File: config.mk
export PLATFORM = sky130hd
export DESIGN_NAME = yuyv_to_rgb24_stream
export DESIGN_NICKNAME = d
export VERILOG_FILES = /design/src/y2r_pkg.sv /design/src/y2r_fifo.sv /design/src/y2r_front.sv /design/src/y2r_back.sv /design/src/yuyv_to_rgb24_stream.sv
export VERILOG_INCLUDE_DIRS = /design/src /design/src/src
export SDC_FILE = /design/constraint.sdc
export NUM_CORES = 1
export LEC_CHECK = 0
export ABC_AREA = 1
export BUFFER_PORTS_ARGS = -buffer_cell sky130_fd_sc_hd__buf_4
export CAP_MARGIN = 20
export CORE_MARGIN = 1.5
export CORE_UTILIZATION = 55
export CTS_BUF_LIST = sky130_fd_sc_hd__clkbuf_2
export DETAILED_ROUTE_END_ITERATION = 6
export PLACE_DENSITY = 0.75
export SLEW_MARGIN = 25
export SYNTH_ARGS = -nofsm -noshare
export SYNTH_HDL_FRONTEND = slang
export SYNTH_SLANG_ARGS = --single-unit
File: constraint.sdc
create_clock -name clk_i -period 9.9 [get_ports clk_i]
set_input_delay 1.98 -clock clk_i [delete_from_list [all_inputs] [get_ports clk_i]]
set_output_delay 1.98 -clock clk_i [all_outputs]
set_load 0.005 [all_outputs]
File: src/yuyv_to_rgb24_stream_assert.svh
// Assertion macros for the YUYV to RGB stream block.
`ifndef YUYV_TO_RGB24_STREAM_ASSERT_SVH
`define YUYV_TO_RGB24_STREAM_ASSERT_SVH

`ifndef SYNTH
`define Y2R_ASSERT(label, clk, rst_n, prop, msg) \
  label: assert property (@(posedge clk) disable iff (!rst_n) prop) else $error(msg);
`define Y2R_ASSERT_NEVER(label, clk, rst_n, prop, msg) \
  `Y2R_ASSERT(label, clk, rst_n, !(prop), msg)
`else
`define Y2R_ASSERT(label, clk, rst_n, prop, msg)
`define Y2R_ASSERT_NEVER(label, clk, rst_n, prop, msg)
`endif

`endif

File: src/y2r_pkg.sv
package y2r_pkg;

  localparam logic [14:0] StrideCap = 15'd16384;
  localparam logic [12:0] HeightCap = 13'd4096;

  localparam logic [12:0] WidthReset  = 13'd640;
  localparam logic [12:0] HeightReset = 13'd480;
  localparam logic [14:0] StrideReset = 15'd1280;

  typedef enum logic [1:0] {
    CFG_WIDTH  = 2'd0,
    CFG_HEIGHT = 2'd1,
    CFG_STRIDE = 2'd2
  } cfg_idx_e;

  typedef enum logic [1:0] {
    LANE_Y0 = 2'd0,
    LANE_U  = 2'd1,
    LANE_Y1 = 2'd2,
    LANE_V  = 2'd3
  } lane_e;

  typedef struct packed {
    logic [7:0] y0;
    logic [7:0] u;
    logic [7:0] y1;
    logic [7:0] v;
    logic       last;
  } group_t;

  typedef struct packed {
    logic [7:0] red;
    logic [7:0] green;
    logic [7:0] blue;
    logic       pair_last;
    logic       frame_end;
  } pixel_t;

  function automatic logic [7:0] clip8(input logic signed [10:0] x);
    logic [7:0] res;
    if (x < 0) begin
      res = 8'd0;
    end else if (x > 11'sd255) begin
      res = 8'hFF;
    end else begin
      res = x[7:0];
    end
    return res;
  endfunction

endpackage

File: src/y2r_fifo.sv
module y2r_fifo import y2r_pkg::*; #(
  parameter int Width = 8,
  parameter int Depth = 4
) (
  input  logic             clk_i,
  input  logic             rst_ni,
  input  logic             wr_i,
  input  logic [Width-1:0] wr_data_i,
  output logic             full_o,
  input  logic             pop_i,
  output logic [Width-1:0] rd_data_o,
  output logic             empty_o
);

  // Depth is a power of two, at least 2
  localparam int AddrW = $clog2(Depth);
  localparam int CntW  = AddrW + 1;

  logic [Width-1:0] mem_q [Depth];
  logic [AddrW-1:0] wr_ptr_q, wr_ptr_d;
  logic [AddrW-1:0] rd_ptr_q, rd_ptr_d;
  logic [CntW-1:0]  cnt_q, cnt_d;
  logic             do_wr, do_rd;

  assign full_o    = (cnt_q == CntW'(Depth));
  assign empty_o   = (cnt_q == '0);
  assign do_wr     = wr_i && !full_o;
  assign do_rd     = pop_i && !empty_o;
  assign rd_data_o = mem_q[rd_ptr_q];

  always_comb begin
    wr_ptr_d = do_wr ? wr_ptr_q + AddrW'(1) : wr_ptr_q;
    rd_ptr_d = do_rd ? rd_ptr_q + AddrW'(1) : rd_ptr_q;
    cnt_d    = cnt_q;
    if (do_wr && !do_rd) begin
      cnt_d = cnt_q + CntW'(1);
    end else if (do_rd && !do_wr) begin
      cnt_d = cnt_q - CntW'(1);
    end
  end

  always_ff @(posedge clk_i or negedge rst_ni) begin
    if (!rst_ni) begin
      wr_ptr_q <= '0;
      rd_ptr_q <= '0;
      cnt_q    <= '0;
    end else begin
      wr_ptr_q <= wr_ptr_d;
      rd_ptr_q <= rd_ptr_d;
      cnt_q    <= cnt_d;
    end
  end

  always_ff @(posedge clk_i) begin
    if (do_wr) begin
      mem_q[wr_ptr_q] <= wr_data_i;
    end
  end

endmodule

File: src/y2r_front.sv
module y2r_front import y2r_pkg::*; (
  input  logic        clk_i,
  input  logic        rst_ni,
  input  logic        cfg_we_i,
  input  logic [1:0]  cfg_idx_i,
  input  logic [14:0] cfg_data_i,
  input  logic        accept_i,
  input  logic [7:0]  data_byte_i,
  output logic        grp_wr_o,
  output group_t      grp_o
);

  logic [12:0] width_q;
  logic [12:0] height_q;
  logic [14:0] stride_q;

  logic [13:0] col_q, col_d;
  logic [11:0] row_q, row_d;
  logic [7:0]  y0_q, y0_d;
  logic [7:0]  u_q, u_d;
  logic [7:0]  y1_q, y1_d;

  logic [13:0] pixel_bytes;
  logic [14:0] two_w;
  logic [14:0] stride_raw;
  logic [14:0] stride_eff;
  logic [12:0] height_eff;
  logic [14:0] col_nx;
  logic [12:0] row_nx;
  logic        in_pix;
  logic        last;

  always_comb begin
    pixel_bytes = {width_q[12:1], 2'b00};
    two_w       = {1'b0, width_q, 1'b0};
    stride_raw  = (stride_q < two_w) ? two_w : stride_q;
    stride_eff  = (stride_raw > StrideCap) ? StrideCap : stride_raw;
    if (height_q == '0) begin
      height_eff = 13'd1;
    end else if (height_q > HeightCap) begin
      height_eff = HeightCap;
    end else begin
      height_eff = height_q;
    end
  end

  always_comb begin
    col_nx = {1'b0, col_q} + 15'd1;
    row_nx = {1'b0, row_q} + 13'd1;
    in_pix = (col_q < pixel_bytes);
    last   = (col_nx == {1'b0, pixel_bytes}) && (row_nx == height_eff);

    col_d = col_q;
    row_d = row_q;
    y0_d  = y0_q;
    u_d   = u_q;
    y1_d  = y1_q;
    grp_wr_o = 1'b0;

    if (accept_i) begin
      if (in_pix) begin
        unique case (lane_e'(col_q[1:0]))
          LANE_Y0: y0_d = data_byte_i;
          LANE_U:  u_d  = data_byte_i;
          LANE_Y1: y1_d = data_byte_i;
          LANE_V:  grp_wr_o = 1'b1;
          default: grp_wr_o = 1'b0;
        endcase
      end
      // a column at or past the stride (also after a register change) ends the line
      if (col_nx >= stride_eff) begin
        col_d = '0;
        row_d = (row_nx >= height_eff) ? '0 : row_nx[11:0];
      end else begin
        col_d = col_nx[13:0];
      end
    end
  end

  always_comb begin
    grp_o.y0   = y0_q;
    grp_o.u    = u_q;
    grp_o.y1   = y1_q;
    grp_o.v    = data_byte_i;
    grp_o.last = last;
  end

  always_ff @(posedge clk_i or negedge rst_ni) begin
    if (!rst_ni) begin
      width_q  <= WidthReset;
      height_q <= HeightReset;
      stride_q <= StrideReset;
      col_q    <= '0;
      row_q    <= '0;
      y0_q     <= '0;
      u_q      <= '0;
      y1_q     <= '0;
    end else begin
      if (cfg_we_i) begin
        unique case (cfg_idx_i)
          CFG_WIDTH:  width_q  <= cfg_data_i[12:0];
          CFG_HEIGHT: height_q <= cfg_data_i[12:0];
          CFG_STRIDE: stride_q <= cfg_data_i;
          default:    ;
        endcase
      end
      col_q <= col_d;
      row_q <= row_d;
      y0_q  <= y0_d;
      u_q   <= u_d;
      y1_q  <= y1_d;
    end
  end

endmodule

File: src/y2r_back.sv
module y2r_back import y2r_pkg::*; (
  input  logic   clk_i,
  input  logic   rst_ni,
  input  logic   grp_empty_i,
  input  group_t grp_i,
  output logic   grp_pop_o,
  input  logic   pix_full_i,
  output logic   pix_wr_o,
  output pixel_t pix_o
);

  typedef struct packed {
    logic [7:0]        y0;
    logic [7:0]        y1;
    logic signed [9:0] u1;
    logic signed [8:0] rg;
    logic signed [8:0] v1;
    logic              last;
  } stage_t;

  stage_t stage_q, stage_d;
  logic   valid_q, valid_d;
  logic   sel_q, sel_d;

  logic signed [8:0]  du, dv;
  logic signed [15:0] pu, pu_sh;
  logic signed [11:0] rgs, rgs_sh;
  logic signed [10:0] v3, v3_sh;
  logic               done;
  logic [7:0]         y_sel;
  logic signed [10:0] y11;

  // chroma terms, registered once per group
  always_comb begin
    du     = $signed({1'b0, grp_i.u}) - 9'sd128;
    dv     = $signed({1'b0, grp_i.v}) - 9'sd128;
    pu     = (16'(du) <<< 7) + 16'(du);
    pu_sh  = pu >>> 6;
    rgs    = (12'(du) <<< 1) + 12'(du) + (12'(dv) <<< 2) + (12'(dv) <<< 1);
    rgs_sh = rgs >>> 3;
    v3     = (11'(dv) <<< 1) + 11'(dv);
    v3_sh  = v3 >>> 1;
  end

  always_comb begin
    pix_wr_o  = valid_q && !pix_full_i;
    done      = pix_wr_o && sel_q;
    grp_pop_o = !grp_empty_i && (!valid_q || done);

    stage_d = stage_q;
    valid_d = valid_q;
    sel_d   = sel_q;
    if (pix_wr_o) begin
      sel_d = !sel_q;
    end
    if (done) begin
      valid_d = 1'b0;
    end
    if (grp_pop_o) begin
      stage_d.y0   = grp_i.y0;
      stage_d.y1   = grp_i.y1;
      stage_d.u1   = pu_sh[9:0];
      stage_d.rg   = rgs_sh[8:0];
      stage_d.v1   = v3_sh[8:0];
      stage_d.last = grp_i.last;
      valid_d      = 1'b1;
      sel_d        = 1'b0;
    end
  end

  always_comb begin
    y_sel           = sel_q ? stage_q.y1 : stage_q.y0;
    y11             = $signed({3'b000, y_sel});
    pix_o.red       = clip8(y11 + 11'(stage_q.v1));
    pix_o.green     = clip8(y11 - 11'(stage_q.rg));
    pix_o.blue      = clip8(y11 + 11'(stage_q.u1));
    pix_o.pair_last = sel_q;
    pix_o.frame_end = sel_q && stage_q.last;
  end

  always_ff @(posedge clk_i or negedge rst_ni) begin
    if (!rst_ni) begin
      valid_q <= 1'b0;
      sel_q   <= 1'b0;
    end else begin
      valid_q <= valid_d;
      sel_q   <= sel_d;
    end
  end

  always_ff @(posedge clk_i) begin
    stage_q <= stage_d;
  end

endmodule

File: src/yuyv_to_rgb24_stream.sv
// A pixel pair passes from its V byte through the group queue, the back-end stage register and the pixel queue.
// Throughput: one byte per cycle sustained while full is low; each four-byte group gives two pixels.
// The back end converts one pixel per cycle while the pixel queue has room, so it keeps pace with the byte rate.
// full rises only when the group queue fills because results are not popped.
// Reset: registers return to 640 x 480 with stride 1280, the byte and line
// counters return to the start of a frame, and both queues come up empty.
`include "yuyv_to_rgb24_stream_assert.svh"

module yuyv_to_rgb24_stream import y2r_pkg::*; #(
  parameter int GroupDepth = 4,
  parameter int PixelDepth = 2
) (
  input  logic        clk_i,
  input  logic        rst_ni,
  input  logic        cfg_we_i,
  input  logic [1:0]  cfg_idx_i,
  input  logic [14:0] cfg_data_i,
  input  logic        push,
  output logic        full,
  input  logic [7:0]  data_byte_i,
  output logic        empty,
  input  logic        pop,
  output logic [7:0]  red_o,
  output logic [7:0]  green_o,
  output logic [7:0]  blue_o,
  output logic        pair_last_o,
  output logic        frame_end_o
);

  logic   accept;
  logic   gq_wr, gq_full, gq_empty, gq_pop;
  group_t gq_wdata, gq_rdata;
  logic   px_wr, px_full;
  pixel_t px_wdata, px_rdata;

  assign accept = push && !full;
  assign full   = gq_full;

  y2r_front u_front (
    .clk_i       (clk_i),
    .rst_ni      (rst_ni),
    .cfg_we_i    (cfg_we_i),
    .cfg_idx_i   (cfg_idx_i),
    .cfg_data_i  (cfg_data_i),
    .accept_i    (accept),
    .data_byte_i (data_byte_i),
    .grp_wr_o    (gq_wr),
    .grp_o       (gq_wdata)
  );

  y2r_fifo #(
    .Width ($bits(group_t)),
    .Depth (GroupDepth)
  ) u_group_q (
    .clk_i     (clk_i),
    .rst_ni    (rst_ni),
    .wr_i      (gq_wr),
    .wr_data_i (gq_wdata),
    .full_o    (gq_full),
    .pop_i     (gq_pop),
    .rd_data_o (gq_rdata),
    .empty_o   (gq_empty)
  );

  y2r_back u_back (
    .clk_i       (clk_i),
    .rst_ni      (rst_ni),
    .grp_empty_i (gq_empty),
    .grp_i       (gq_rdata),
    .grp_pop_o   (gq_pop),
    .pix_full_i  (px_full),
    .pix_wr_o    (px_wr),
    .pix_o       (px_wdata)
  );

  y2r_fifo #(
    .Width ($bits(pixel_t)),
    .Depth (PixelDepth)
  ) u_pixel_q (
    .clk_i     (clk_i),
    .rst_ni    (rst_ni),
    .wr_i      (px_wr),
    .wr_data_i (px_wdata),
    .full_o    (px_full),
    .pop_i     (pop),
    .rd_data_o (px_rdata),
    .empty_o   (empty)
  );

  assign red_o       = px_rdata.red;
  assign green_o     = px_rdata.green;
  assign blue_o      = px_rdata.blue;
  assign pair_last_o = px_rdata.pair_last;
  assign frame_end_o = px_rdata.frame_end;

  `Y2R_ASSERT_NEVER(a_group_no_overflow, clk_i, rst_ni, gq_wr && gq_full, "group queue overflow")
  `Y2R_ASSERT_NEVER(a_pixel_no_overflow, clk_i, rst_ni, px_wr && px_full, "pixel queue overflow")
  `Y2R_ASSERT(a_group_lands, clk_i, rst_ni, (gq_wr && !gq_pop) |=> !gq_empty, "group item lost")
  `Y2R_ASSERT_NEVER(a_end_on_second, clk_i, rst_ni, !empty && frame_end_o && !pair_last_o, "frame end on first pixel")

endmodule

-- Word level (Yosys, flattened, before mapping)
Memory sizes are Yosys's and may differ from the RTL's.
Index checks and enable logic that the tools add are counted.
- register bits: 149
- RAM bits: 184
- logic and storage cells: 134
- memories: 2
- add/sub/neg operators: 20
- magnitude comparators: 12
- equality and inequality tests: 9
- mux-type cells: 28
- reductions and logical operators: 41
- memories (name ; words ; bits a word ; read ports ; clocked after memory_dff ; wr ports ; RTL line ; text):
    u_group_q.mem_q ; 4 ; 33 ; 1 ; 0 ; 1 ; y2r_fifo.sv:19 ; logic [Width-1:0] mem_q [Depth];
    u_pixel_q.mem_q ; 2 ; 26 ; 1 ; 0 ; 1 ; y2r_fifo.sv:19 ;
- operator list (cell ; number):
    two-way mux 8 bit ; 7
    two-way mux 15 bit ; 2
    two-way mux 13 bit ; 2
    greater-than comparator 10 x 9 -> 1 bit (second input constant) ; 2
    < comparator 10 x 1 -> 1 bit (second input constant) ; 2
    subtractor 8 x 8 -> 9 bit (second input constant) ; 2
    adder 16 x 9 -> 16 bit ; 1
    adder 14 x 1 -> 15 bit (second input constant) ; 1
    == test 15 x 14 -> 1 bit ; 1
    >= comparator 15 bit ; 1
    greater-than comparator 15 bit (second input constant) ; 1
    < comparator 15 x 14 -> 1 bit ; 1
    logical AND 1 bit ; 14
    < comparator 14 bit ; 1
    two-way mux 14 bit ; 1
    adder 12 x 1 -> 13 bit (second input constant) ; 1
    == test 13 bit ; 1
    >= comparator 13 bit ; 1
    greater-than comparator 13 bit (second input constant) ; 1
    logical NOT 13 bit ; 1
    adder 11 x 11 -> 12 bit ; 1
    adder 12 x 10 -> 12 bit ; 1
    two-way mux 12 bit ; 1
    adder 10 x 9 -> 11 bit ; 1
    24 further kinds ; 62

-- Depth between registers and ports, before layout
Gate-level depths: netlist (run 1).
- word-level depth: 10
- depth in mapped cells: 29

-- Hierarchy
From an unflattened synthesis (run 1), not the netlist that was laid out.
- cell total of the unflattened synthesis: 1880
- area total of the unflattened synthesis: 18121.1 µm²
- modules (own cells, without submodules) (module ; times used ; cells each ; area an instance (µm²) ; seq. area each (µm²)):
    y2r_fifo at u_group_q ; 1 ; 446 ; 5861.9 ; 4139.0
    y2r_front ; 1 ; 758 ; 5855.6 ; 2287.2
    y2r_back ; 1 ; 507 ; 4255.3 ; 1401.3
    y2r_fifo at u_pixel_q ; 1 ; 167 ; 2138.3 ; 1661.6
    yuyv_to_rgb24_stream ; 1 ; 2 ; 10.0 ; 0.0

-- Worst setup path after synthesis (run 1)
No wires, ideal clock.
- path kind: input port to flip-flop
- from: in push
- to: mem u_group_q.mem_q[0][0] (netlist name) (enable)
- arrival: 4.286 ns
- data required time: 9.477 ns
- path slack: 5.191 ns
- stages on the path: 7
- path through: inv_1 -> nor2_1 -> clkbuf_1 -> inv_1 -> nor2_1 -> nand3_1 -> nor2_1
- cells in the longest elaborated chain, start to end: 5
- RTL lines (item ; RTL line ; text):
    start, declared ; yuyv_to_rgb24_stream.sv:18 ; input logic push,
    logical AND 1 bit ; yuyv_to_rgb24_stream.sv:36 ; assign accept = push && !full;
    two-way mux 1 bit ; y2r_front.sv:60 ; if (accept_i) begin
    logical AND 1 bit ; y2r_fifo.sv:27 ; assign do_wr = wr_i && !full_o;
    two-way mux 1 bit ; y2r_fifo.sv:55 ; if (do_wr) begin
    two-way mux 1 bit (implied by the code) ; y2r_fifo.sv:56 ; mem_q[wr_ptr_q] <= wr_data_i;
    end, declared ; y2r_fifo.sv:19 ;
Every way passes these cells.

-- Worst setup path after layout (run 1)
- from: reg u_pixel_q.rd_ptr_q
- to: out blue_o[6]
- cells in the longest elaborated chain, start to end: 1
- RTL lines (item ; RTL line ; text):
    start, declared ; y2r_fifo.sv:21 ; logic [AddrW-1:0] rd_ptr_q, rd_ptr_d;
    start signal, assigned ; y2r_fifo.sv:49 ; rd_ptr_q <= rd_ptr_d;
    memory (2 x 26 bit) ; - ;
    end, declared ; yuyv_to_rgb24_stream.sv:25 ; output logic [7:0] blue_o,
Every way passes these cells.

==> flow_summary.yaml, run 1 <==
timing:
  tns_ns: 0
  setup_viol: 0
  hold_violations: 0
  fin_skew_ns: 0.108
  timing.fmax_ghz: 0.195
  period_share_pct: 51.9
  slew_headroom_pct: 38.0
  rsz0062_at_grt: "false"
  worstMarginPinSlew_ns: 0.931
  layout_min_cycle_time_ns: 5.14
  drv_slew: 0
finish:
  multi_input_area_mm2: 0.00669
  fillCellCount: 2502
  final_cells: 2261
  syn_to_final_growth_pct: 10.3
  drive_gt1_share_pct: 13.7
  final_nets: 1957
  ff_latch_area_mm2: 0.00949
synth:
  ys.flop_type: "edfxtp_1"
  synth_top_cell_area_share_pct: 40.4
  yosys-top-cells-area: "edfxtp_1 (40%), dfrtp_1 (14%), ha_1 (8.2%), nand2_1 (8.0%), o21ai_0 (5.4%)"
  syn_nets: 1848
  synth_edf_count: 229
  netlist_area_mm2: 0.0170
  async_reset_ff_share_pct: 31.2
  syn_inst: 1688
  synth_top_area_cell: "edfxtp_1"
  yosysSeqAreaShare_pct: 55.8
  ys_ff_latch: 333
  synth_top_cells_by_count: "nand2_1 (361), edfxtp_1 (229), o21ai_0 (184)"
  synth_warnings: 0
  avgSynthCellArea_um2: 10.1
  synth.distinct_cells: 44
  synth.most_common_cell: "nand2_1"
clocking:
  cts_buffers: 84
  cts.sinks: 333
  cts_resized: 0
  cts_max_path_buffers: 3
  postCtsHoldBufs: 0
  clock-root-buffer: "clkbuf_2"
  clk_pin_slew_worst_paths_ns: 0.10
  cts_setup_buffers: 0
  worstSkewPairLatency_ns: 0.94
  cts_tree: "done"
  htreeDepth: 3
critical_path:
  max_stage_delay_ns: 0.91
  path_class: "register to output pin"
  path_common_cell: "nand2_1"
  critPathTopFamily: "buffers and inverters"
  critPathSlowestCell: "dfrtp_1"
  critPathBufInv: 2
  cp-end-kind: "output pin"
  cp.required_ns: 7.92
  worstPathArrival_ns: 3.16
  crit_path_max_fanout: 27
  critical_path.cell_chain: "clkinv_1, nand2_1, nand2_1, buf_4"
  startpoint_type: "register"
global_routing:
  grt_pass1_vias: 12050
  grt_max_degree: 70
  gr-total-overflow: 0
  groute.usage.overall_pct: 23.6
  antenna_found_initial: 5
  grt_pass1_wl_um: 59300
drt:
  drc: 0
  routed_wl_um: 35700
  via_count: 12327
  firstDrtPassIters: 5
  wire_per_inst_um: 15.8
  drt_iter0_drc: 970
  antenna_left: 0
  routed_via_density: 5.45
floorplan:
  dieHeight_um: 179
  fp.coreArea_mm2: 0.0305
  dieWidth_um: 179
  start_util_pct: 55.8
  die_area_mm2: 0.0320
  rows: 64
  pin_count: 58
placed_design:
  dp_cells: 2105
  io_buffers: 57
  dpl.hpwl_um: 25200
  gp_congestion: 0.877
worst_hold_path:
  worstHoldPathType: "register to register"
run:
  drv_cap: 0
status:
  status: "completed"
-- worst register-to-register path, stage by stage, from the launching register on --
cell and delay [ns]:
dfrtp_1 0.96, inv_1 0.64, a32oi_1 0.67, fa_1 0.54, fa_1 0.52, ha_1 0.16, inv_1 0.05, fa_1 0.39
o21ai_0 0.30, a21oi_1 0.12, o21bai_1 0.20, nand2_1 0.07, nand2_1 0.06, nand2_1 0.05, xor2_1 0.14
-- registers in the layout, indices dropped and copies added, names as in the netlist, 2 cells and up --
register and flops:
u_group_q.wr_ptr_q 2, u_front.y1_q 8, u_group_q.rd_ptr_q 2, u_pixel_q.mem_q 52
u_back.stage_q 45, u_front.u_q 8, u_group_q.mem_q 132, u_front.col_q 14
u_front.height_q 13, u_front.y0_q 8, u_pixel_q.cnt_q 2, u_front.row_q 12
u_group_q.cnt_q 3, u_front.stride_q 15, u_front.width_q 13
-- placed cells by master, fill, tap and decap left out, drive strengths merged, types with 20 or more instances in the layout --
| cell | count |
|---|---|
| ha | 111 |
| buf | 72 |
| xor2 | 42 |
| dfrtp | 96 |
| nor2 | 127 |
| o22ai | 29 |
| nand2 | 379 |
| clkbuf | 123 |
| edfxtp | 229 |
| inv | 178 |
| o21ai | 186 |
| nand3 | 75 |
| xnor2 | 20 |
| a21oi | 77 |
| clkinv | 25 |
-- per-layer routing --
metal	wire length, µm	share of wire [%]	track usage, %
met2	16200	45	36.5
met5	29	0.081	0
met1	16400	46	33.3
met4	765	2.1	8.47
met3	2290	6.4	4.41
-- per-stage QoR --
step	cell area [µm²]	setup slack, ns	hold WS (ns)	util, %
2_1_floorplan	17000	5.19	0.447	-
3_3_place_gp	17800	4.85	0.478	58.5
3_5_place_dp	17900	4.80	0.488	58.7
4_1_cts	18700	4.61	0.510	61.3
5_1_grt	18800	4.35	0.538	61.5
6_report	18800	4.76	0.508	61.5
-- cell type report --
| type | count | area share, % |
|---|---|---|
| Antenna cell | 1 | 0.0133 |
| Clock buffer | 123 | 3.28 |
| Clock inverter | 30 | 0.927 |
| Inverter | 176 | 3.52 |
| Multi-Input combinational cell | 1130 | 35.6 |
| Sequential cell | 333 | 50.6 |
| Tap cell | 396 | 2.64 |
| Timing Repair Buffer | 72 | 3.38 |
-- logic make-up (layout without fill, tap and decap cells) --
group / count (synthesis) / in the layout / synth area share, %
buffers and inverters: 225 / 401 / 5.17
and+or+nand+nor: 616 / 616 / 15.1
DFF: 333 / 333 / 55.8
adders and majority gates: 130 / 130 / 10.4
muxes: 2 / 2 / 0.132
xor gates and xnor gates: 63 / 63 / 3.32
AOI/OAI and AO/OA: 319 / 319 / 10.1
other: 0 / 1 / 0
-- final timing paths --
path                                                   startpoint                                 to  slack [ns]  depth (start not counted)
worst max-delay path               u_pixel_q.rd_ptr_q$_DFFE_PN0P_                          blue_o[6]        4.76                          4
min in group asynchronous                                  rst_ni     u_front.width_q[5]$_DFFE_PN0P_        1.08                          1
worst min register to register    u_front.stride_q[0]$_DFFE_PN0P_    u_front.stride_q[0]$_DFFE_PN0P_        0.51                          2
worst min-delay path              u_front.stride_q[0]$_DFFE_PN0P_    u_front.stride_q[0]$_DFFE_PN0P_        0.51                          2
max in group asynchronous                                  rst_ni  u_group_q.rd_ptr_q[1]$_DFFE_PN0P_        7.59                          2
worst max register to register  u_group_q.rd_ptr_q[1]$_DFFE_PN0P_       u_back.stage_q[18]$_DFFE_PP_        4.77                         14
Power of run 1 is not shown: default switching activity piles up to over one toggle a cycle in this logic, so the estimate is an artifact.
==> run 2: changes to the inputs <==
ABC_AREA = 0   (was 1)
clock period = 5.3 ns   (was 9.9 ns; I/O delays follow)
==> run 2 against run 1 <==
- via count decreased by 17%
- worst setup slack got worse by 3.9 ns
- global-route usage is 2.0 points lower
- non-clock buffer count is 1 higher
- cell count decreased by 20%
- design area decreased by 1.2%
- largest cell class unchanged
==> flow_summary.yaml, run 2 <==
drt:
  met3_length_um: 1580
  routed_via_density: 5.65
  firstDrtPassIters: 5
  drc: 0
  via_count: 10286
  antenna_left: 0
  top_layer_used: "met5"
  routed_wl_um: 32500
  drt_iter0_drc: 614
  wl_met1_um: 15300
  wl_met2_um: 15000
  wire_per_inst_um: 17.8
power:
  intPower_mw: 8.06
  power-per-cell-area_mw_per_mm2: 719
  power_mw: 13.3
  ir_drop_mv: 0.423
  power_switching_mw: 5.26
  p_comb_share_pct: 51.5
  power_frac_seq_pct: 35.7
  p_leak_nw: 7.48
  swShare_pct: 39.5
  p_clk_share_pct: 12.8
synth:
  synth_top_family_by_area: "adder cells"
  synthMuxAreaShare_pct: 10.5
  synth_top_cells_by_count: "edfxtp_1 (229), ha_1 (111), dfrtp_1 (96)"
  yosysSeqAreaShare_pct: 56.4
  yosys-top-cells-area: "edfxtp_1 (41%), dfrtp_1 (14%), ha_1 (8.3%), mux2_2 (5.8%), mux4_2 (4.4%)"
  avgSynthCellArea_um2: 13.5
  async_reset_ff_share_pct: 31.2
  synth_top_cell_area_share_pct: 40.9
  synth_compound_area_share_pct: 8.78
  ys_ff_latch: 333
  synth.distinct_cells: 71
  synthSimpleGateAreaFrac_pct: 7.88
  synth_top_area_cell: "edfxtp_1"
  syn_inst: 1245
  netlist_area_mm2: 0.0168
  synth_edf_count: 229
  synth_xor_area_share_pct: 3.70
  ys.flop_type: "edfxtp_1"
  synth.most_common_cell: "edfxtp_1"
  synth_warnings: 0
  syn_nets: 1405
  synth_adder_area_share_pct: 10.6
critical_path:
  cp-end-kind: "register"
  max_stage_delay_ns: 0.56
  startpoint_type: "register"
  r2r_slack_ns: 0.81
  crit-reg2reg-launch: "u_front.width_q[7]$_DFFE_PN1P_"
  crit_path_max_fanout: 11
  critPathBufInv: 3
  path_class: "register to register"
  cp.depth: 18
  worstSetupStartpoint: "u_front.width_q[7]$_DFFE_PN1P_"
  critPathSlowestCell: "dfstp_2"
  cp.required_ns: 6.07
  rr_worst_depth: 18
  critical_path.cell_chain: "inv_1, ha_1, a21oi_1, nand2_1, a21oi_1, o21ai_0, a41oi_2, buf_4, a21oi_1, ha_1, a21o_1, a211o_1, a41oi_1, o21ai_2, nand2_1, buf_4, or2_2, o31ai_1"
  worstPathArrival_ns: 5.26
  crit_end: "u_front.row_q[11]$_DFFE_PN0P_"
  r2r-end: "u_front.row_q[11]$_DFFE_PN0P_"
  path_common_cell: "a21oi_1"
  critPathTopFamily: "compound AO/OA/AOI/OAI gates"
finish:
  fin_area_mm2: 0.0185
  final_cell_mix: "edfxtp_1 (229), clkbuf_2 (119), ha_1 (111), dfrtp_1 (94), mux2_2 (87)"
  largest_reg_flops: 132
  top_regs: "u_group_q.mem_q (132), u_pixel_q.mem_q (52), u_back.stage_q (45)"
  fillCellCount: 2239
  final_nets: 1525
  syn_to_final_growth_pct: 10.2
  drive_gt1_share_pct: 25.0
  final_common_cell: "edfxtp_1"
  regMostFlops: "u_group_q.mem_q"
timing:
  setup_ws_ns: 0.813
  rsz0062_at_grt: "false"
  slew_headroom_pct: 49.7
  tns_ns: 0
  drv_slew: 0
  worstMarginPinSlew_ns: 0.752
  setup_viol: 0
  fin_skew_ns: 0.0816
  period_share_pct: 84.7
  hold_violations: 0
  timing.fmax_ghz: 0.223
  layout_min_cycle_time_ns: 4.49
placed_design:
  dpl.hpwl_um: 22700
  dpl_cell_area_mm2: 0.0178
  io_buffers: 57
  pre_cts_ws_ns: 0.880
  gp_congestion: 0.917
floorplan:
  pin_count: 58
  dieHeight_um: 178
  rows: 63
  start_util_pct: 56.3
  die_area_mm2: 0.0316
  dieWidth_um: 178
  fp.coreArea_mm2: 0.0299
clocking:
  cts_resized: 0
  cts_setup_buffers: 0
  worstSkewPairLatency_ns: 0.91
  cts_tree: "done"
  cts_max_path_buffers: 3
  cts.sinks: 333
  cts_buffers: 80
  postCtsHoldBufs: 0
  clock-root-buffer: "clkbuf_2"
  clk_pin_slew_worst_paths_ns: 0.09
  htreeDepth: 3
worst_hold_path:
  worstHoldPathType: "input pin to asynchronous set/reset pin"
run:
  drv_cap: 0
global_routing:
  grt_pass1_wl_um: 53400
  grt_max_degree: 79
  grt_pass1_vias: 10391
  antenna_found_initial: 2
  groute.usage.overall_pct: 21.6
  gr-total-overflow: 0
status:
  status: "completed"
==> run 2: power groups by stage <==
stage / clock network (mW) / registers [mW] / logic [mW]
global route: 1.90 / 4.86 / 7.71
floorplan: 0 / 4.58 / 5.26
CTS: 1.77 / 4.76 / 6.87
finish: 1.70 / 4.75 / 6.87
detailed placement: 0 / 4.81 / 6.81
global placement: 0 / 4.77 / 6.59
==> run 2: worst reg2reg max path: stages, from the launching register on <==
cell and delay (ns):
dfstp_2 0.56, inv_1 0.11, ha_1 0.34, a21oi_1 0.16
nand2_1 0.07, a21oi_1 0.13, o21ai_0 0.15, a41oi_2 0.54
buf_4 0.27, a21oi_1 0.09, ha_1 0.30, a21o_1 0.11
a211o_1 0.12, a41oi_1 0.05, o21ai_2 0.32, nand2_1 0.22
buf_4 0.25, or2_2 0.37, o31ai_1 0.22
==> run 2: cell families (layout without fill, tap and decap cells) <==
kind of cell	after synthesis	count (layout)
buffers and inverters	96	280
other	0	1
adder cells (fa/ha/maj)	131	131
AND/OR/NAND/NOR	255	255
XOR/XNOR	71	71
AO/OA/AOI/OAI	235	235
multiplexers	124	124
flip-flops	333	333
==> run 2: worst min path at each step <==
stage | start | end | slack, ns | cells after the start
after global routing | rst_ni | u_pixel_q.rd_ptr_q$_DFFE_PN0P_ | 0.21 | 1
after floorplan | u_back.valid_q$_DFFE_PN0P_ | u_back.valid_q$_DFFE_PN0P_ | 0.45 | 2
after CTS | data_byte_i[6] | u_group_q.mem_q[1][7]$_DFFE_PP_ | 0.29 | 1
final | rst_ni | u_front.col_q[10]$_DFFE_PN0P_ | 0.21 | 1
after global placement | u_group_q.cnt_q[2]$_DFFE_PN0P_ | u_group_q.cnt_q[2]$_DFFE_PN0P_ | 0.48 | 1
after detailed placement | u_group_q.cnt_q[2]$_DFFE_PN0P_ | u_group_q.cnt_q[2]$_DFFE_PN0P_ | 0.49 | 1
==> run 2: routing by layer <==
| layer | global-route usage, % | vias up |
|---|---|---|
| li1 | - | 4944 |
| met3 | 4.24 | 54 |
| met1 | 30.4 | 5027 |
| met5 | 0 | - |
| met2 | 33.7 | 259 |
| met4 | 7.14 | 2 |
==> run 2: area by class of cell <==
| cell class | instances | area [µm²] | share of cell area, % |
|---|---|---|---|
| antenna | 1 | 2.50 | 0.0135 |
| clock buffer | 119 | 596 | 3.21 |
| timing repair buffer | 73 | 564 | 3.04 |
| sequential | 333 | 9490 | 51.2 |
| inverter | 61 | 229 | 1.24 |
| multi-input combinational | 816 | 6990 | 37.7 |
| tap | 390 | 488 | 2.63 |
| clock inverter | 27 | 179 | 0.965 |
==> run 2: through the flow <==
stage / instances / hold slack, ns / utilization (%)
after CTS: 1819 / 0.289 / 62.0
after floorplan: 1245 / 0.452 / -
after detailed placement: 1673 / 0.491 / 59.4
after global routing: 1820 / 0.213 / 62.1
final: 1820 / 0.209 / 62.1
after global placement: 1673 / 0.479 / 59.4
Power figures use the tool's default switching activity.
